## config.mk

```make
export PLATFORM = sky130hd
export DESIGN_NAME = r2q_front
export DESIGN_NICKNAME = d
export VERILOG_FILES = /design/src/hw/rtl/r2q_pkg.sv /design/src/hw/rtl/r2q_front.sv
export SDC_FILE = /design/constraint.sdc
export NUM_CORES = 1
export LEC_CHECK = 0
export ABC_AREA = 1
export BUFFER_PORTS_ARGS = -buffer_cell sky130_fd_sc_hd__buf_2
export CAP_MARGIN = 10
export CORE_MARGIN = 8
export CORE_UTILIZATION = 30
export DETAILED_ROUTE_END_ITERATION = 7
export GPL_TIMING_DRIVEN = 1
export MAX_ROUTING_LAYER = met4
export SYNTH_ARGS = -nofsm -noshare
export SYNTH_HDL_FRONTEND = slang
export SYNTH_SLANG_ARGS = --single-unit
```

## constraint.sdc

```tcl
create_clock -name clk_i -period 5.32 [get_ports clk_i]
set_input_delay 1.064 -clock clk_i [delete_from_list [all_inputs] [get_ports clk_i]]
set_output_delay 1.064 -clock clk_i [all_outputs]
set_load 0.01 [all_outputs]
```

## src/hw/rtl/r2q_pkg.sv

```systemverilog
`default_nettype none
// ----------------------------------------------------------------------------
// r2q_pkg
// Shared types, constants and helpers of the rotation matrix to quaternion
// block.
// ----------------------------------------------------------------------------
package r2q_pkg;

  localparam int unsigned FRAC_BITS_DEF = 14;
  localparam int unsigned IN_W = 16;   // matrix entries and quaternion fields
  localparam int unsigned D_W  = 17;   // sums and differences of two entries
  localparam int unsigned R_W  = 32;   // signed radicand
  localparam int unsigned Q_W  = 17;   // quotient bits produced by the divider

  localparam logic [Q_W-1:0] POS_LIM = Q_W'(32767);
  localparam logic [Q_W-1:0] NEG_LIM = Q_W'(32768);
  localparam logic [IN_W-1:0] POS_MAX = 16'h7fff;
  localparam logic [IN_W-1:0] NEG_MAX = 16'h8000;

  typedef enum logic [1:0] {
    CASE_TRACE = 2'd0,
    CASE_X     = 2'd1,
    CASE_Y     = 2'd2,
    CASE_Z     = 2'd3
  } case_e;

  // Classified item handed from the front part to the back part.
  typedef struct packed {
    case_e                sel;
    logic                 bad;
    logic [R_W-1:0]       rad;
    logic [2:0][D_W-1:0]  d;
  } fr_item_t;

  // Applies the sign to a quotient magnitude and saturates it to 16 bits.
  function automatic logic [IN_W-1:0] sat_quot(input logic neg, input logic ovf,
                                               input logic [Q_W-1:0] q);
    logic [Q_W-1:0] nq;
    logic [IN_W-1:0] res;
    nq = ~q + Q_W'(1);
    if (neg) begin
      if (ovf || (q > NEG_LIM)) res = NEG_MAX;
      else res = nq[IN_W-1:0];
    end else begin
      if (ovf || (q > POS_LIM)) res = POS_MAX;
      else res = q[IN_W-1:0];
    end
    return res;
  endfunction

endpackage
`default_nettype wire

```

## src/hw/rtl/r2q_front.sv

```systemverilog
`default_nettype none
// ----------------------------------------------------------------------------
// r2q_front
// Accepts matrix items, selects the case, forms the radicand and the three
// off-diagonal sums or differences, and holds the result in a register.
// ----------------------------------------------------------------------------
module r2q_front #(
  parameter int unsigned FRAC_BITS = r2q_pkg::FRAC_BITS_DEF
) (
  input  wire logic                 clk_i,
  input  wire logic                 rst_ni,
  input  wire logic                 in_valid_i,
  output logic                      in_ready_o,
  input  wire logic signed [15:0]   m11_i,
  input  wire logic signed [15:0]   m12_i,
  input  wire logic signed [15:0]   m13_i,
  input  wire logic signed [15:0]   m21_i,
  input  wire logic signed [15:0]   m22_i,
  input  wire logic signed [15:0]   m23_i,
  input  wire logic signed [15:0]   m31_i,
  input  wire logic signed [15:0]   m32_i,
  input  wire logic signed [15:0]   m33_i,
  output logic                      item_valid_o,
  input  wire logic                 item_ready_i,
  output r2q_pkg::fr_item_t         item_o
);
  import r2q_pkg::*;

  logic signed [D_W:0]   e11, e22, e33, trace, diag;
  logic signed [D_W-1:0] e12, e13, e21, e23, e31, e32;
  logic signed [R_W-1:0] one_s, rad;
  fr_item_t              item_d, item_q;
  logic                  valid_q, valid_d, accept;

  assign e11 = (D_W+1)'(m11_i);
  assign e22 = (D_W+1)'(m22_i);
  assign e33 = (D_W+1)'(m33_i);
  assign e12 = D_W'(m12_i);
  assign e13 = D_W'(m13_i);
  assign e21 = D_W'(m21_i);
  assign e23 = D_W'(m23_i);
  assign e31 = D_W'(m31_i);
  assign e32 = D_W'(m32_i);
  assign trace = e11 + e22 + e33;
  assign one_s = R_W'(1) <<< FRAC_BITS;

  always_comb begin
    item_d = '0;
    diag   = trace;
    if (trace > 0) begin
      item_d.sel = CASE_TRACE;
      diag       = trace;
      item_d.d[0] = e23 - e32;
      item_d.d[1] = e31 - e13;
      item_d.d[2] = e12 - e21;
    end else if ((m11_i >= m22_i) && (m11_i >= m33_i)) begin
      item_d.sel = CASE_X;
      diag       = e11 - e22 - e33;
      item_d.d[0] = e12 + e21;
      item_d.d[1] = e13 + e31;
      item_d.d[2] = e23 - e32;
    end else if (m22_i > m33_i) begin
      item_d.sel = CASE_Y;
      diag       = e22 - e11 - e33;
      item_d.d[0] = e21 + e12;
      item_d.d[1] = e32 + e23;
      item_d.d[2] = e31 - e13;
    end else begin
      item_d.sel = CASE_Z;
      diag       = e33 - e11 - e22;
      item_d.d[0] = e31 + e13;
      item_d.d[1] = e32 + e23;
      item_d.d[2] = e12 - e21;
    end
    rad        = one_s + R_W'(diag);
    item_d.rad = rad;
    item_d.bad = rad[R_W-1] | (rad == '0);
  end

  assign in_ready_o = !valid_q || item_ready_i;
  assign accept     = in_valid_i && in_ready_o;

  always_comb begin
    valid_d = valid_q;
    if (accept) valid_d = 1'b1;
    else if (item_ready_i) valid_d = 1'b0;
  end

  always_ff @(posedge clk_i or negedge rst_ni) begin
    if (!rst_ni) begin
      valid_q <= 1'b0;
    end else begin
      valid_q <= valid_d;
    end
  end

  always_ff @(posedge clk_i) begin
    if (accept) begin
      item_q <= item_d;
    end
  end

  assign item_valid_o = valid_q;
  assign item_o       = item_q;

endmodule
`default_nettype wire

```

# Yosys cells after proc, flatten, opt, wreduce, memory -nomap -nowiden
# Index checks and enable logic that the tools add are counted.
classes:
  n_addsub: 15
  mul: 0
  div_mod_pow: 0
  n_lt_le_gt_ge: 4
  eq_ne: 0
  shift: 0
  muxes: 10
  bitwise: 1
  n_reduce_logical: 7
ops:
  columns: ["operator", "count"]
  rows:
  - ["$mux W51", 3]
  - ["$sub A16 B16 Y17", 6]
  - ["$add A16 B16 Y17", 4]
  - ["$mux W18", 3]
  - ["$sub A17 B16 Y18", 3]
  - ["$ge A16 B16 Y1", 2]
  - ["$logic_not A32 Y1", 1]
  - ["$add A16 B18 Y19 const A", 1]
  - ["$add A17 B16 Y18", 1]
  - ["$gt A18 B1 Y1 const B", 1]
  - ["$gt A16 B16 Y1", 1]
  - ["$mux W1", 4]
  - ["$logic_and A1 B1 Y1", 2]
  - ["$reduce_bool A2 Y1", 1]
  - ["$reduce_or A2 Y1", 1]
  - ["$logic_not A1 Y1", 1]
  - ["$logic_or A1 B1 Y1", 1]
  - ["$or A1 B1 Y1", 1]
word_totals:
  reg_bits: 87
  latch_bits: 0
  ramBits: 0
  romBits: 0
  in_bits: 148
  wordCells: 45
  mem_count: 0

# Depth between registers and ports, before layout
# Gate-level depths: netlist of run 1.
depth:
  word_depth: 8
  ltp_mapped: 27
  ltp_nobuf: 27

# Worst setup path after synthesis of run 1
# No wires, ideal clock.
synth_path:
  path_kind: "input to register"
  from: "input port in_valid_i"
  to: "register item_q, in the netlist item_o[0], enable pin"
  arrival_ns: 4.642
  path_slack_ns: 0.149
  stages: 2
  path_cell_list: "inv_1 a21oi_1"
synth_between:
  elab_chain_len: 1
synth_rtl:
  columns: ["element", "line_no", "rtl"]
  rows:
  - ["start: declaration", "r2q_front.sv:12", "input wire logic in_valid_i,"]
  - ["$logic_and A1 B1 Y1", "r2q_front.sv:81", "assign accept = in_valid_i && in_ready_o;"]
  - ["via accept", "r2q_front.sv:33", "logic valid_q, valid_d, accept;"]
  - ["end signal: assignment", "r2q_front.sv:99", "item_q <= item_d;"]
  - ["end: declaration", "r2q_front.sv:32", "fr_item_t item_d, item_q;"]
# The timed path passes the listed nets, and every way through them passes these cells.
# A chain may end at the register's enable or synchronous reset.

==> impl_metrics.tcl, run 1 <==
set metrics [dict create \
    synth_commonest_cells "nand2_1, inv_1, ha_1, nor2_1, a21oi_1" \
    slew_viol_final 0 \
    clock_sinks 74 \
    synth-xor-area-share_pct 6.223 \
    design_area_um2 17860 \
    layout-drive-gt1-share_pct 13.96 \
    cp_data_arrival_time_ns 4.78 \
    max_stage_delay_ns 0.55 \
    grt_usage_pct 18.75 \
    cts_tree "yes" \
    slew_headroom_pct 28.06 \
    synth_seq_cells 74 \
    viasPerCell 4.882 \
    place.gp.congestion 0.9441 \
    hpwl_mm 48.89 \
    synth-simple-area-share_pct 23.72 \
    die_h_um 244.2 \
    clock_latency_ns 0.35 \
    grt-ovfl-total 0 \
    skew_ns 0.008499 \
    finalPower_mw 4.780 \
    p_per_area_nw_per_um2 267.6 \
    cts.reportedPaths.clkPinSlew_ns 0.06 \
    grt_pass1_wl_mm 86.08 \
    start_util_pct 30.39 \
    cts_buffers 9 \
    yosys.area.top_type "ha_1" \
    vias 15150 \
    cp_top_family "simple AND/OR/NAND/NOR gates" \
    drt_iter0_markers 1198 \
    rsz0062_at_grt "false" \
    synth-edff-count 73 \
    seq_area_frac_synth_pct 14.19 \
    cpMaxStageDelayCell "fa_1" \
    async_reset_ff_share_pct 1.351 \
    cp_cell_sequence "buf_2 > fa_1 > ha_1 > inv_1 > fa_1 > nor2_1 > nand2_2 > nand2_2 > nand2_2 > nand2_1 > nand3_1 > nand3_1 > nand2_1 > nor2_1 > nand3_4 > nand2_4 > buf_4 > nand2_1 > nand2_1 > nor2_1 > nand3_1 > nor2_1 > nand3_1 > nand2_1" \
    post-place-ws_ns 0.2840 \
    cts_root_buf "clkbuf_16" \
    design.die.area_um2 59630 \
    tightestPinTransition_ns 1.079 \
    synthAdderAreaFrac_pct 30.21 \
    ant_nets 0 \
    yosysWarningCount 0 \
    yosys.area.top_type_share_pct 20.99 \
    worstHoldPathType "in2async" \
    netlist_area_um2 15620 \
    cp_max_fo 51 \
    cellLeakagePower_nw 9.325 \
    nets 2892 \
    layout_min_cycle_time_ns 4.676 \
    crit_type "in2reg" \
    fin_ws_ns 0.6435 \
    synth-compound-area-share_pct 15.26 \
    rows 83 \
    first_global_vias 14870 \
    timing.final.crit_share_pct 87.90 \
    crit_buf_inv 3 \
    ir_worst_vdd_v 0.0001563 \
    die_width_um 244.2 \
    top_level_ports 236 \
    postCtsSetupBuffers 0 \
    syn_area_per_cell_um2 7.104 \
    status "finished, final reports clean" \
    syn_inst 2199 \
    cp_common_cell "nand2_1" \
    syn-num-nets 2681 \
    setup-tns-final_ns 0 \
    h-tree-depth 3 \
    route.detailed.drc 0 \
    hold_buffers 0 \
    synth_top_family_by_area "adder cells" \
    design.core.area_um2 51410 \
    dr.pass1.iters 8 \
    synth.area.mux_share_pct 0 \
    place_area_um2 17550 \
    required_ns 5.42 \
    worstSetupEndpointType "register" \
    grt_antenna_before_repair 9 \
    finalHoldViolCount 0 \
    synth_ff_type "edfxtp_1" \
    synthToLayoutAreaGrowth_pct 14.33 \
    yosysMostFrequentCell "nand2_1" \
    maxCapViolations 0 \
    synth_cell_type_count 57 \
    io_buffers 235 \
    wirelength_mm 56.72 \
    wl_per_cell_um 18.27 \
    synth_area_leaders "ha_1, edfxtp_1, nand2_1" \
    clockBufferDepth 2 \
    fmaxAchievable_ghz 0.2138 \
    hold-worst-slack_ns 0.4837 \
    grt_max_degree 74 \
    cts-resized-gates 0 \
    setup_viol 0 \
    startpoint_type "input port" \
]
[logic make-up (layout without fill, tap and decap cells)]
| kind of cell | after synthesis | after routing |
|---|---|---|
| xor+xnor | 111 | 111 |
| simple gates | 868 | 868 |
| compound gates | 406 | 406 |
| fa+ha+maj | 334 | 334 |
| buf+inv | 406 | 621 |
| other cells | 0 | 10 |
| flops | 74 | 74 |
[metrics by stage]
| step | utilization (%) | std cells |
|---|---|---|
| floorplan | - | 2199 |
| global placement | 34.14 | 3079 |
| detailed placement | 34.14 | 3079 |
| CTS | 34.69 | 3094 |
| global route | 34.74 | 3103 |
| finish | 34.74 | 3104 |
[sequential cells by signal, summed over array words and instances, names as in the netlist]
| register | cells |
|---|---|
| item_o | 73 |
| item_valid_o | 1 |
[worst reg2reg max path, cell delays in order (launching register included)]
cell,delay [ns]
dfrtp_1,0.41
a21oi_4,0.15
buf_4,0.80
[per-layer routing]
layer	global-route usage, %	vias to the layer above	share of wire [%]
met5	-	-	0
met4	5.100	0	2.9
met3	2.867	69	6.5
met2	29.58	509	45
met1	24.82	7026	46
li1	-	7550	-
[cell type report]
cell class,count,area [um2]
timing repair buffer,263,1399
antenna,10,25.02
inverter,343,1287
clock inverter,5,56.30
tap,680,850.8
clock buffer,10,229.0
multi-input combinational,1719,11800
sequential,74,2217
fill,5518,33550
[placed cells by master (no fill, tap or decap), drive strengths merged, types with 72 or more instances in the layout]
cell | netlist | final
nand3 | 112 | 112
edfxtp | 73 | 73
ha | 262 | 262
fa | 72 | 72
nand2 | 500 | 500
nor2 | 183 | 183
o21ai | 114 | 114
a21oi | 170 | 170
inv | 340 | 340
xor2 | 98 | 98
buf | 32 | 263
[power breakdown]
group          leakage [nW]  internal, mW  switching (mW)
clock                 0.138         0.361           0.271
combinational          8.48          1.08            2.13
sequential            0.709         0.864          0.0736
[path summary, 6_finish.rpt]
kind / cells past startpoint / start / slack [ns] / to
worst min-delay path: 1 / rst_ni / 0.48 / item_valid_o
worst max register to register: 2 / item_valid_o / 3.50 / item_o[55]
min in group clk_i: 2 / item_valid_o / 0.58 / item_valid_o
worst min register to register: 2 / item_valid_o / 0.58 / item_valid_o
worst max-delay path: 24 / m11_i[1] / 0.64 / item_o[83]
max in group asynchronous: 1 / rst_ni / 4.75 / item_valid_o
(Power assumes the default switching activity.)
==> run 2: changes to the inputs <==
Settings changed: PLACE_DENSITY set to 0.47.
==> impl_metrics.tcl, run 2 (synthesized netlist as in run 1, its figures left out) <==
set metrics [dict create \
    status "finished, final reports clean" \
    hpwl_mm 51.44 \
    layout-drive-gt1-share_pct 14.14 \
    cp_data_arrival_time_ns 4.91 \
    top_level_ports 236 \
    setup-tns-final_ns 0 \
    max_stage_delay_ns 0.55 \
    ir_worst_vdd_v 0.0001586 \
    slew_viol_final 0 \
    largest_reg_flops 73 \
    finalHoldViolCount 0 \
    worstSetupEndpointType "register" \
    maxCapViolations 0 \
    layout_min_cycle_time_ns 4.714 \
    cts_buffers 9 \
    clock_latency_ns 0.36 \
    timing.final.crit_share_pct 88.61 \
    tightestPinTransition_ns 1.015 \
    worstHoldPathType "in2async" \
    die_width_um 244.2 \
    cp_max_fo 13 \
    start_util_pct 30.39 \
    nets 2895 \
    slew_headroom_pct 32.36 \
    finalPower_mw 4.869 \
    fmaxAchievable_ghz 0.2121 \
    design.die.area_um2 59630 \
    dr.pass1.iters 6 \
    cts.reportedPaths.clkPinSlew_ns 0.06 \
    clockBufferDepth 2 \
    first_global_vias 14960 \
    viasPerCell 4.845 \
    cpMaxStageDelayCell "fa_1" \
    place.gp.congestion 0.9989 \
    crit_buf_inv 3 \
    grt_max_degree 74 \
    cp_cell_sequence "buf_2 > fa_1 > ha_1 > inv_1 > fa_1 > nor2_1 > nand2_2 > nand2_2 > nand2_1 > nand2_1 > nand3_1 > nor2_1 > nand2_1 > nor2_1 > nand4_1 > nand2_1 > nand2_2 > nor2_4 > inv_2 > nand2_1 > nand2_1 > a21oi_1" \
    hold-worst-slack_ns 0.4701 \
    hold_buffers 0 \
    drt_iter0_markers 1202 \
    final_common_cell "nand2_1" \
    startpoint_type "input port" \
    p_per_area_nw_per_um2 272.2 \
    postCtsSetupBuffers 0 \
    io_buffers 235 \
    route.detailed.drc 0 \
    cts_root_buf "clkbuf_16" \
    required_ns 5.52 \
    wirelength_mm 59.25 \
    vias 15050 \
    h-tree-depth 3 \
    grt-ovfl-total 0 \
    cts_tree "yes" \
    grt_antenna_before_repair 8 \
    cellLeakagePower_nw 9.348 \
    final_cell_mix "nand2_1, inv_1, ha_1" \
    cp_top_family "simple AND/OR/NAND/NOR gates" \
    ant_nets 0 \
    rsz0062_at_grt "false" \
    design.core.area_um2 51410 \
    clock_sinks 74 \
    die_h_um 244.2 \
    crit_type "in2reg" \
    cts-resized-gates 0 \
    grt_pass1_wl_mm 89.51 \
    cp_common_cell "nand2_1" \
    grt_usage_pct 19.73 \
    rows 83 \
    post-place-ws_ns 0.2389 \
    fin_ws_ns 0.6058 \
    wl_per_cell_um 19.08 \
    setup_viol 0 \
    skew_ns 0.005820 \
    synthToLayoutAreaGrowth_pct 14.51 \
]
-- run 2: where the power goes --
part           leakage (nW)  internal (mW)  switching, mW
Combinational          8.49           1.09           2.18
Clock                 0.149          0.373          0.282
Sequential            0.709          0.864         0.0775
Total                  9.35           2.33           2.54
-- run 2: path summary, 6_finish.rpt --
kind / slack, ns / start / endpoint / cells past startpoint
max: 0.61 / m11_i[1] / item_o[46] / 22
min: 0.47 / rst_ni / item_valid_o / 1
max reg2reg: 3.54 / item_valid_o / item_o[51] / 2
min reg2reg: 0.58 / item_valid_o / item_valid_o / 2
max in group asynchronous: 4.77 / rst_ni / item_valid_o / 1
min in group clk_i: 0.58 / item_valid_o / item_valid_o / 2
-- run 2: final cells by class --
type | count | area [um2]
antenna | 8 | 20.02
sequential | 74 | 2217
inverter | 343 | 1287
multi-input combinational | 1719 | 11800
tap | 680 | 850.8
fill | 5569 | 33520
clock buffer | 9 | 225.2
clock inverter | 7 | 83.83
timing repair buffer | 266 | 1409
-- run 2: metrics by stage --
step	area [um2]	utilization (%)	std cells
final	17890	34.80	3106
after global routing	17890	34.80	3106
after CTS	17870	34.76	3098
after detailed placement	17560	34.16	3082
after global placement	17560	34.16	3082
after floorplan	15620	-	2199
-- run 2: routing by layer --
metal / global-route usage [%] / vias up / wire [um]
met4: 4.767 / 0 / 1402
met2: 29.02 / 477 / 24800
met3: 3.194 / 47 / 3744
met1: 27.94 / 6987 / 29300
met5: - / - / 0
li1: - / 7539 / -
