## config.mk

```make
export PLATFORM = sky130hd
export DESIGN_NAME = r2q_queue
export DESIGN_NICKNAME = d
export VERILOG_FILES = /design/src/hw/rtl/r2q_pkg.sv /design/src/hw/rtl/r2q_queue.sv
export SDC_FILE = /design/constraint.sdc
export NUM_CORES = 1
export LEC_CHECK = 0
export ABC_AREA = 1
export BUFFER_PORTS_ARGS = -buffer_cell sky130_fd_sc_hd__buf_2
export CELL_PAD_IN_SITES_DETAIL_PLACEMENT = 1
export CELL_PAD_IN_SITES_GLOBAL_PLACEMENT = 2
export CORE_ASPECT_RATIO = 0.9
export CORE_MARGIN = 8
export CORE_UTILIZATION = 31
export DETAILED_ROUTE_END_ITERATION = 8
export GPL_TIMING_DRIVEN = 0
export PLACE_DENSITY_LB_ADDON = 0.1
export REMOVE_ABC_BUFFERS = 1
export SLEW_MARGIN = 15
export SYNTH_ARGS = -nofsm -noshare
export SYNTH_HDL_FRONTEND = slang
export SYNTH_SLANG_ARGS = --single-unit
```

## constraint.sdc

```tcl
create_clock -name clk_i -period 5 [get_ports clk_i]
set_input_delay 1.5 -clock clk_i [delete_from_list [all_inputs] [get_ports clk_i]]
set_output_delay 1.5 -clock clk_i [all_outputs]
set_load 0.05 [all_outputs]
```

## src/hw/rtl/r2q_pkg.sv

```systemverilog
`default_nettype none
// ----------------------------------------------------------------------------
// r2q_pkg
// Shared types, constants and helpers of the rotation matrix to quaternion
// block.
// ----------------------------------------------------------------------------
package r2q_pkg;

  localparam int unsigned FRAC_BITS_DEF = 14;
  localparam int unsigned IN_W = 16;   // matrix entries and quaternion fields
  localparam int unsigned D_W  = 17;   // sums and differences of two entries
  localparam int unsigned R_W  = 32;   // signed radicand
  localparam int unsigned Q_W  = 17;   // quotient bits produced by the divider

  localparam logic [Q_W-1:0] POS_LIM = Q_W'(32767);
  localparam logic [Q_W-1:0] NEG_LIM = Q_W'(32768);
  localparam logic [IN_W-1:0] POS_MAX = 16'h7fff;
  localparam logic [IN_W-1:0] NEG_MAX = 16'h8000;

  typedef enum logic [1:0] {
    CASE_TRACE = 2'd0,
    CASE_X     = 2'd1,
    CASE_Y     = 2'd2,
    CASE_Z     = 2'd3
  } case_e;

  // Classified item handed from the front part to the back part.
  typedef struct packed {
    case_e                sel;
    logic                 bad;
    logic [R_W-1:0]       rad;
    logic [2:0][D_W-1:0]  d;
  } fr_item_t;

  // Applies the sign to a quotient magnitude and saturates it to 16 bits.
  function automatic logic [IN_W-1:0] sat_quot(input logic neg, input logic ovf,
                                               input logic [Q_W-1:0] q);
    logic [Q_W-1:0] nq;
    logic [IN_W-1:0] res;
    nq = ~q + Q_W'(1);
    if (neg) begin
      if (ovf || (q > NEG_LIM)) res = NEG_MAX;
      else res = nq[IN_W-1:0];
    end else begin
      if (ovf || (q > POS_LIM)) res = POS_MAX;
      else res = q[IN_W-1:0];
    end
    return res;
  endfunction

endpackage
`default_nettype wire

```

## src/hw/rtl/r2q_queue.sv

```systemverilog
`default_nettype none
// ----------------------------------------------------------------------------
// r2q_queue
// Two-entry queue of classified items between the front and back parts.
// ----------------------------------------------------------------------------
module r2q_queue (
  input  wire logic              clk_i,
  input  wire logic              rst_ni,
  input  wire logic              push_valid_i,
  output logic                   push_ready_o,
  input  wire r2q_pkg::fr_item_t push_item_i,
  output logic                   pop_valid_o,
  input  wire logic              pop_ready_i,
  output r2q_pkg::fr_item_t      pop_item_o
);
  import r2q_pkg::*;

  localparam logic [1:0] DEPTH = 2'd2;

  fr_item_t   mem_q [2];
  logic       wr_q, wr_d, rd_q, rd_d;
  logic [1:0] cnt_q, cnt_d;
  logic       push, pop;

  assign push_ready_o = (cnt_q != DEPTH);
  assign pop_valid_o  = (cnt_q != 2'd0);
  assign push         = push_valid_i && push_ready_o;
  assign pop          = pop_valid_o && pop_ready_i;
  assign pop_item_o   = mem_q[rd_q];

  always_comb begin
    wr_d  = push ? !wr_q : wr_q;
    rd_d  = pop ? !rd_q : rd_q;
    cnt_d = cnt_q + {1'b0, push} - {1'b0, pop};
  end

  always_ff @(posedge clk_i or negedge rst_ni) begin
    if (!rst_ni) begin
      wr_q  <= 1'b0;
      rd_q  <= 1'b0;
      cnt_q <= 2'd0;
    end else begin
      wr_q  <= wr_d;
      rd_q  <= rd_d;
      cnt_q <= cnt_d;
    end
  end

  always_ff @(posedge clk_i) begin
    if (push) begin
      mem_q[wr_q] <= push_item_i;
    end
  end

endmodule
`default_nettype wire

```

# Word-level counts from Yosys, hierarchy flattened
# Memories as Yosys holds them, arrays and structs flattened.
# Cells that the tools add are included.
[classes]
add_sub_neg = 2
reduce_logical = 5
n_eq_ne = 1
n_mux = 2
[op_table]
columns = ["cell", "n"]
rows = [
  ["$add 2x1->2", 1],
  ["$logic_and 1x1->1", 2],
  ["$logic_not 1->1", 2],
  ["$mux 1", 2],
  ["$ne 2x2->1 const B", 1],
  ["$reduce_bool 2->1", 1],
  ["$sub 2x1->2", 1],
]
[word_totals]
input_bits = 90
ramBits = 172
reg_bits = 4
wordCells = 14
mem_count = 1
[mem_list]
columns = ["name", "words", "word_bits", "rd", "rd_ports_with_merged_regs", "wr", "line_no", "source"]
rows = [
  ["mem_q", 2, 86, 1, 0, 1, "r2q_queue.sv:20", "fr_item_t mem_q [2];"],
]

# Depth between registers and ports, before layout
# Gate-level depths: netlist (run 1).
[logic_depth]
ltp_word = 4
mapped_depth = 12
mapped_depth_nobuf = 12

# Least setup slack after synthesis (run 1)
# Ideal clock, no wire load.
[synth_timing]
path_type = "input to register"
start = "in push_valid_i"
end = "mem mem_q[1][0] (netlist name) (enable)"
required_time_ps = 4467
setup_ps = 533
n_path_buf = 0
t_arrival_ps = 5242
path_slack_ps = -775
stages = 2
path_cell_list = "nand2_1 -> nor2_1"
[synth_via]
elab_chain_cells = 3
[synth_rtl]
columns = ["element", "line_no", "source"]
rows = [
  ["from (decl)", "r2q_queue.sv:9", "input wire logic push_valid_i,"],
  ["$logic_and 1x1->1", "r2q_queue.sv:27", "assign push = push_valid_i && push_ready_o;"],
  ["$mux 1", "r2q_queue.sv:50", "if (push) begin"],
  ["$mux 1 (not written as such)", "r2q_queue.sv:51", "mem_q[wr_q] <= push_item_i;"],
  ["to (decl)", "r2q_queue.sv:20", ""],
]
# No other way between the ends.

==> run_results.csv, run 1 <==
group,metric,value,unit
routing,vias_per_cell,4.28,
cts,cts_tree,"built",
setup_path,timing.rr.end,"mem_q[1][43]",
timing,report.final.hold_viol_count,0,
routing,avgRoutedWirePerCell,16.8,µm
setup_path,required,3.50,ns
timing,tightest_slew,0.996,ns
setup_path,rr_startpoint,"cnt_q[1]",
setup_path,cp_num_buf_inv,2,
cts,ctsResizeCount,0,
yosys,synth_top_area_cell,"edfxtp_1",
timing,layout_worst_path_cycle_share,80.9,%
cts,clk_path_buf_depth,2,
timing,worst_slew_margin_rel,33.6,%
floorplanning,num_io_pins,178,
cts,cts_setup_buffers,0,
timing,setup_viol,0,
timing,timing.hold.ws,0.565,ns
placed_design,dp.cells,934,
finish,final_cell_mix,"nand2_1 (267), buf_2 (177), edfxtp_1 (172)",
hold_path,min-delay-start,"cnt_q[0]",
hold_path,min_path_type,"reg2reg",
finish,syn_to_final_growth,29.2,%
cts,root_buffer,"clkbuf_16",
floorplanning,die_w,169,µm
finish,fin_nets,758,
placed_design,port_buffers,177,
finish,drive_gt1_share,32.3,%
yosys,synthTopCellsByArea,"edfxtp_1 (80%), nand2_1 (15%), dfrtp_1 (1.5%)",
timing,rsz0062_at_grt,"false",
hold_path,hold_path_end,"cnt_q[0]",
yosys,ys_seq_area_share,81.1,%
power_and_ir_drop,p_seq_share,34.8,%
floorplanning,fp.dieH,153,µm
power_and_ir_drop,clock_power_share,20.3,%
yosys,synth_seq_cells,176,
routing,drt-initial-drc-count,182,
yosys,synth_warnings,0,
global_routing,grt.total_usage,12.8,%
yosys,synth_top_area_share,79.5,%
cts,insertion_delay,0.41,ns
floorplanning,start_util,31.4,%
cts,hold_buffers,0,
power_and_ir_drop,netSwitchingFraction,47.0,%
setup_path,cp_slowest_cell,"inv_4",
timing,final.setup_skew,0.00957,ns
power_and_ir_drop,peakVddDrop,288,µV
placed_design,place_congestion,0.682,
yosys,avgSynthCellArea,13.5,µm²
setup_path,path_max_fanout,87,
timing,worst_slack,0.953,ns
floorplanning,design.die.area,25800,µm²
cts,cts_made_buffers,17,
timing,slew_violations,0,
yosys,synthCells,481,
setup_path,cp.arrival,2.55,ns
power_and_ir_drop,p_int,0.00328,W
power_and_ir_drop,p_per_area,738,nW/µm²
yosys,synth_cell_type_count,14,
setup_path,critical_path_class,"reg2out",
finish,fillers,2181,
floorplanning,num_rows,50,
setup_path,crit_chain,"inv_4 > nand2_1 > nand2_1 > buf_2",
cts,path_clk_slew,0.07,ns
setup_path,cpMostUsedCell,"nand2_1",
global_routing,grt_pass1_vias,4573,
hold_path,hold_depth,1,
status,status,"finished clean",
timing,clock.fmax,247,MHz
timing,fin_crit,4.05,ns
setup_path,critical_path.max_stage_delay,0.80,ns
routing,drc,0,
power_and_ir_drop,p_total,0.00620,W
finish,stdcell_count,966,
global_routing,antenna_found_initial,5,
routing,vias,4131,
placed_design,dp_slack,1.34,ns
power_and_ir_drop,p_leak,3.57,nW
global_routing,grt-ovfl-total,0,
cts,clock-sinks,176,
setup_path,start_kind,"flip-flop",
setup_path,r2r_cells,6,
setup_path,r2r_setup_slack,2.90,ns
placed_design,dp_hpwl,11100,µm
yosys,synth_area,6490,µm²
setup_path,crit_path_end_kind,"output pin",
floorplanning,coreArea,20700,µm²
power_and_ir_drop,netSwitchingPower,0.00291,W
global_routing,grt_max_degree,88,
setup_path,critPathTopFamily,"buffers and inverters",
global_routing,grt_first_pass_wirelength,25300,µm
power_and_ir_drop,pwr-share-comb,45.0,%
cts,htreeDepth,4,
finish,mostFrequentLayoutCell,"nand2_1",
job,cap_violations,0,
routing,postRouteAntennaNets,0,
routing,finalWirelength,16200,µm
routing,first_pass_iters,4,
==> cell type report <==
class	instances	area, µm²	share of cell area (%)
sequential	176	5270	62.8
clock inverter	13	129	1.54
antenna	1	2.50	0.0298
clock buffer	18	429	5.11
multi-input combinational	278	1080	12.8
timing repair buffer	186	1100	13.1
inverter	8	32.5	0.388
tap	286	358	4.26
==> synthesized netlist by cell type <==
| cell type | number |
|---|---|
| buf_2 | 11 |
| o21ai_0 | 1 |
| dfrtp_1 | 4 |
| inv_4 | 1 |
| nand2_1 | 267 |
| ha_1 | 1 |
| a21oi_1 | 1 |
| nor2_1 | 5 |
| inv_1 | 7 |
| xor2_1 | 1 |
| edfxtp_1 | 172 |
| nand3_1 | 2 |
| buf_4 | 3 |
| buf_6 | 5 |
==> cells by family (layout without fill, tap and decap cells) <==
| logic type | Yosys count | count (layout) | synth area share [%] |
|---|---|---|---|
| AND/OR/NAND/NOR | 274 | 274 | 15.9 |
| flip-flops | 176 | 176 | 81.1 |
| buffers and inverters | 27 | 225 | 2.56 |
| AO/OA/AOI/OAI | 2 | 2 | 0.154 |
| adder cells (fa/ha/maj) | 1 | 1 | 0.193 |
| XOR/XNOR | 1 | 1 | 0.135 |
| other | 0 | 1 | 0 |
==> layer usage <==
metal,part of all wire [%],track usage [%],routed length (µm),vias to the layer above
met3,7.8,5.51,1260,15
li1,-,-,-,1988
met4,0.64,3.57,104,8
met2,50,21.6,8110,112
met1,41,14.6,6680,2008
met5,0.30,0,49,-
==> sequential cells by signal (all words and copies together), names as in the netlist <==
signal / cells
cnt_q: 2
wr_q: 1
mem_q: 172
rd_q: 1
==> worst max-delay path by stage <==
stage / to / start / cells past startpoint
global route: pop_item_o[84] / rd_q / 4
global placement: mem_q[1][63] / push_valid_i / 3
floorplan: mem_q[1][0] / push_valid_i / 2
finish: pop_item_o[68] / rd_q / 4
CTS: pop_item_o[51] / rd_q / 4
detailed placement: pop_item_o[51] / rd_q / 4
==> power groups by stage <==
| stage | clock network (W) | logic, W | registers [W] |
|---|---|---|---|
| after floorplan | 0 | 0.00195 | 0.00222 |
| after CTS | 0.00131 | 0.00286 | 0.00217 |
| after global routing | 0.00136 | 0.00299 | 0.00219 |
| final | 0.00126 | 0.00278 | 0.00215 |
| after global placement | 0 | 0.00266 | 0.00233 |
| after detailed placement | 0 | 0.00285 | 0.00220 |
==> per-stage QoR <==
stage | setup TNS (ns) | cell area (µm²) | util (%)
finish | 0 | 8390 | 40.5
global route | 0 | 8390 | 40.5
CTS | 0 | 8390 | 40.5
detailed placement | 0 | 7830 | 37.8
global placement | -729.72 | 7600 | 36.7
floorplan | -131.17 | 6360 | -
No activity file was read; power rests on OpenSTA's default activity.
==> run 2: changes to the inputs <==
CORE_UTILIZATION = 34   (was 31)
clock period = 3.8 ns   (was 5 ns; I/O delays follow)
==> run_results.csv, run 2 (synthesized netlist as in run 1, its figures left out) <==
group,metric,value,unit
cts,cts_tree,"built",
power_and_ir_drop,p_per_area,979,nW/µm²
finish,syn_to_final_growth,28.6,%
status,status,"finished clean",
routing,vias_per_cell,4.43,
cts,root_buffer,"clkbuf_16",
setup_path,critical_path_class,"reg2out",
timing,setup_viol,0,
hold_path,min_path_type,"in2async",
cts,clock-sinks,176,
cts,clk_path_buf_depth,2,
routing,vias,4116,
cts,hold_buffers,0,
finish,mostFrequentLayoutCell,"nand2_1",
setup_path,r2r_cells,6,
placed_design,dp_hpwl,10600,µm
cts,htreeDepth,4,
placed_design,place_congestion,0.688,
setup_path,timing.rr.end,"mem_q[0][17]",
setup_path,rr_startpoint,"cnt_q[0]",
timing,worst_slew_margin_rel,51.8,%
timing,rsz0062_at_grt,"false",
job,cap_violations,0,
global_routing,grt_pass1_vias,4315,
cts,cts_setup_buffers,0,
global_routing,grt.total_usage,13.2,%
finish,largest_register_ffs,172,
routing,finalWirelength,15600,µm
finish,final_cell_mix,"nand2_1 (267), buf_2 (177), edfxtp_1 (172)",
finish,diodes,0,
timing,layout_worst_path_cycle_share,93.0,%
finish,fin_nets,757,
setup_path,r2r_setup_slack,1.66,ns
finish,stdcell_count,929,
power_and_ir_drop,p_leak,3.57,nW
cts,insertion_delay,0.42,ns
routing,avgRoutedWirePerCell,16.8,µm
timing,tightest_slew,0.721,ns
floorplanning,start_util,34.2,%
power_and_ir_drop,peakVddDrop,587,µV
finish,regArea,5270,µm²
floorplanning,coreArea,19000,µm²
timing,fin_crit,3.54,ns
floorplanning,fp.dieH,147,µm
floorplanning,num_rows,48,
floorplanning,design.die.area,23800,µm²
routing,drc,0,
finish,fillers,2054,
routing,drt-initial-drc-count,244,
timing,clock.fmax,283,MHz
cts,cts_made_buffers,17,
floorplanning,num_io_pins,178,
global_routing,grt_first_pass_wirelength,23900,µm
floorplanning,die_w,162,µm
finish,top_register,"mem_q",
timing,timing.hold.ws,0.508,ns
placed_design,port_buffers,177,
timing,final.setup_skew,0.00940,ns
timing,slew_violations,0,
global_routing,grt-ovfl-total,0,
timing,setup_tns,0,ns
finish,multi_input_area,1080,µm²
setup_path,path_max_fanout,87,
placed_design,dp.cells,897,
timing,report.final.hold_viol_count,0,
setup_path,crit_path_end_kind,"output pin",
global_routing,grt_max_degree,88,
global_routing,antenna_found_initial,4,
routing,first_pass_iters,4,
finish,design_area,8350,µm²
placed_design,placed_area,7770,µm²
finish,reg_top3,"mem_q x172, cnt_q x2",
setup_path,start_kind,"flip-flop",
routing,postRouteAntennaNets,0,
setup_path,required,2.66,ns
finish,drive_gt1_share,32.4,%
cts,path_clk_slew,0.07,ns
setup_path,cp.arrival,2.40,ns
[run 2: how the worst max path moves through the flow]
stage	end	slack, ns	startpoint	depth (start not counted)
finish	pop_item_o[62]	0.26	rd_q	5
global route	pop_item_o[57]	0.08	rd_q	5
CTS	pop_item_o[62]	0.05	rd_q	5
detailed placement	pop_item_o[62]	0.30	rd_q	5
global placement	mem_q[1][8]	-4.37	push_valid_i	3
floorplan	mem_q[1][0]	-1.61	push_valid_i	2
[run 2: critical path: stages (launching register included)]
cell	delay [ns]
dfrtp_4	0.67
buf_16	0.29
inv_8	0.40
nand2_1	0.11
nand2_1	0.12
buf_2	0.27
[run 2: repair_timing]
action | in CTS | in global routing
setup endpoints to repair | 86 | 27
resized for setup | 1 | 1
cloned | 0 | 0
[run 2: layout make-up]
type                            count  share of cell area, %
Clock buffer                       17                   5.10
Inverter                            8                  0.450
Multi-Input combinational cell    278                   12.9
Tap cell                          250                   3.75
Timing Repair Buffer              185                   12.9
Sequential cell                   176                   63.1
Clock inverter                     15                   1.81
[run 2: routing by layer]
layer	global-route usage [%]	wire [µm]	vias to the layer above
met3	5.31	1250	19
li1	-	-	1992
met4	4.30	160	8
met5	0	43	-
met1	15.5	6670	1973
met2	21.5	7480	124
[run 2: per-stage QoR]
stage                     power [W]  setup WS (ns)  util, %
final                       0.00817          0.265     44.0
after global routing        0.00860         0.0807     44.0
after CTS                   0.00833         0.0486     44.0
after detailed placement    0.00661          0.303     40.9
after global placement      0.00656          -4.37     39.8
after floorplan             0.00549          -1.61        -
[run 2: power by group]
group	internal, W	switching (W)
Combinational	0.000750	0.00290
Sequential	0.00264	0.000178
Clock	0.000927	0.000773
Total	0.00432	0.00385
==> run 3: changes to the inputs <==
CORE_ASPECT_RATIO = 1.1   (was 0.9)
GPL_TIMING_DRIVEN = not set   (was 0)
==> run_results.csv, run 3 (synthesized netlist as in run 1, its figures left out) <==
group,metric,value,unit
cts,root_buffer,"clkbuf_16",
job,cap_violations,0,
routing,drc,0,
floorplanning,die_w,148,µm
cts,insertion_delay,0.43,ns
timing,clock.fmax,298,MHz
finish,fillers,2063,
placed_design,dp_hpwl,10800,µm
floorplanning,num_rows,53,
cts,cts_made_buffers,17,
finish,largest_register_ffs,172,
timing,worst_slew_margin_rel,62.9,%
hold_path,min_path_type,"in2async",
global_routing,grt.total_usage,13.7,%
setup_path,timing.rr.end,"mem_q[1][30]",
finish,syn_to_final_growth,27.6,%
cts,ctsResizeCount,0,
power_and_ir_drop,p_per_area,989,nW/µm²
floorplanning,coreArea,18900,µm²
finish,mostFrequentLayoutCell,"nand2_1",
timing,final.setup_skew,0.00597,ns
routing,drt-initial-drc-count,173,
power_and_ir_drop,peakVddDrop,473,µV
floorplanning,start_util,34.4,%
global_routing,grt-ovfl-total,0,
timing,worst_slack,0.440,ns
global_routing,grt_pass1_vias,4418,
power_and_ir_drop,p_total,0.00820,W
routing,finalWirelength,15900,µm
cts,cts_setup_buffers,0,
setup_path,crit_path_end_kind,"output pin",
routing,vias,4109,
setup_path,path_max_fanout,51,
setup_path,critical_path.max_stage_delay,0.70,ns
timing,report.final.hold_viol_count,0,
setup_path,rr_startpoint,"cnt_q[1]",
cts,path_clk_slew,0.07,ns
setup_path,cp_slowest_cell,"dfrtp_4",
finish,diodes,0,
setup_path,crit_chain,"inv_4 > buf_4 > nand2_1 > nand2_1 > buf_2",
setup_path,cpMostUsedCell,"nand2_1",
timing,slew_violations,0,
placed_design,dp_slack,0.813,ns
timing,fin_crit,3.36,ns
timing,setup_viol,0,
cts,clk_path_buf_depth,2,
timing,tightest_slew,0.556,ns
routing,postRouteAntennaNets,0,
setup_path,start_kind,"flip-flop",
setup_path,r2r_setup_slack,2.12,ns
timing,rsz0062_at_grt,"false",
power_and_ir_drop,p_leak,3.55,nW
finish,top_register,"mem_q",
global_routing,antenna_found_initial,1,
setup_path,cp.arrival,2.22,ns
cts,cts_tree,"built",
finish,regArea,5270,µm²
status,status,"finished clean",
floorplanning,fp.dieH,161,µm
finish,fin_nets,757,
cts,clock-sinks,176,
finish,final_cell_mix,"nand2_1 (267), buf_2 (177), edfxtp_1 (172)",
placed_design,port_buffers,177,
routing,first_pass_iters,4,
floorplanning,num_io_pins,178,
setup_path,r2r_cells,4,
finish,multi_input_area,1080,µm²
floorplanning,design.die.area,23800,µm²
finish,drive_gt1_share,32.5,%
placed_design,place_congestion,0.720,
setup_path,required,2.66,ns
routing,vias_per_cell,4.44,
cts,hold_buffers,0,
timing,layout_worst_path_cycle_share,88.4,%
routing,avgRoutedWirePerCell,17.2,µm
finish,reg_top3,"mem_q x172, cnt_q x2",
cts,htreeDepth,4,
global_routing,grt_max_degree,61,
global_routing,grt_first_pass_wirelength,24600,µm
setup_path,critical_path_class,"reg2out",
-- run 3: area by class of cell --
class | instances | area share [%]
multi-input cells | 278 | 13.0
repair buffers | 185 | 11.7
clock buffers | 17 | 5.14
flip-flops and latches | 176 | 63.6
clock inverters | 15 | 2.42
well taps | 247 | 3.73
inverters | 8 | 0.393
-- run 3: worst max-delay path, delay by kind of cell (launching register included) --
| family | cells | cell delay (ns) |
|---|---|---|
| simple gates | 2 | 0.23 |
| flops | 1 | 0.70 |
| buf+inv | 3 | 0.86 |
-- run 3: per-layer routing --
metal	vias to the layer above	share of wire, %	GRT usage (%)
met5	-	0.11	0
met1	1985	41	15.4
met3	21	6.8	4.98
met4	2	1.7	5.43
li1	1991	-	-
met2	110	51	23.1
-- run 3: how the worst max path moves through the flow --
stage,end,slack (ns),start
2_1_floorplan,mem_q[1][0],-1.61,push_valid_i
3_3_place_gp,pop_item_o[27],0.83,rd_q
3_5_place_dp,pop_item_o[27],0.81,rd_q
4_1_cts,pop_item_o[27],0.34,rd_q
5_1_grt,pop_item_o[3],0.23,rd_q
6_report,pop_item_o[27],0.44,rd_q
-- run 3: report_power, final --
part	switching (W)	internal (W)	total [W]	leakage, nW
sequential	0.000188	0.00265	0.00284	1.64
combinational	0.00287	0.000670	0.00354	1.61
clock	0.000766	0.00106	0.00182	0.301
-- run 3: through the flow --
stage	util, %	hold slack (ns)	cells	setup TNS, ns	area (µm²)
finish	43.8	0.514	926	0	8280
global route	43.8	0.500	926	0	8280
CTS	43.8	0.493	926	0	8280
detailed placement	40.5	0.566	894	0	7660
global placement	40.5	0.536	894	0	7660
floorplan	-	0.485	462	-276.86	6360
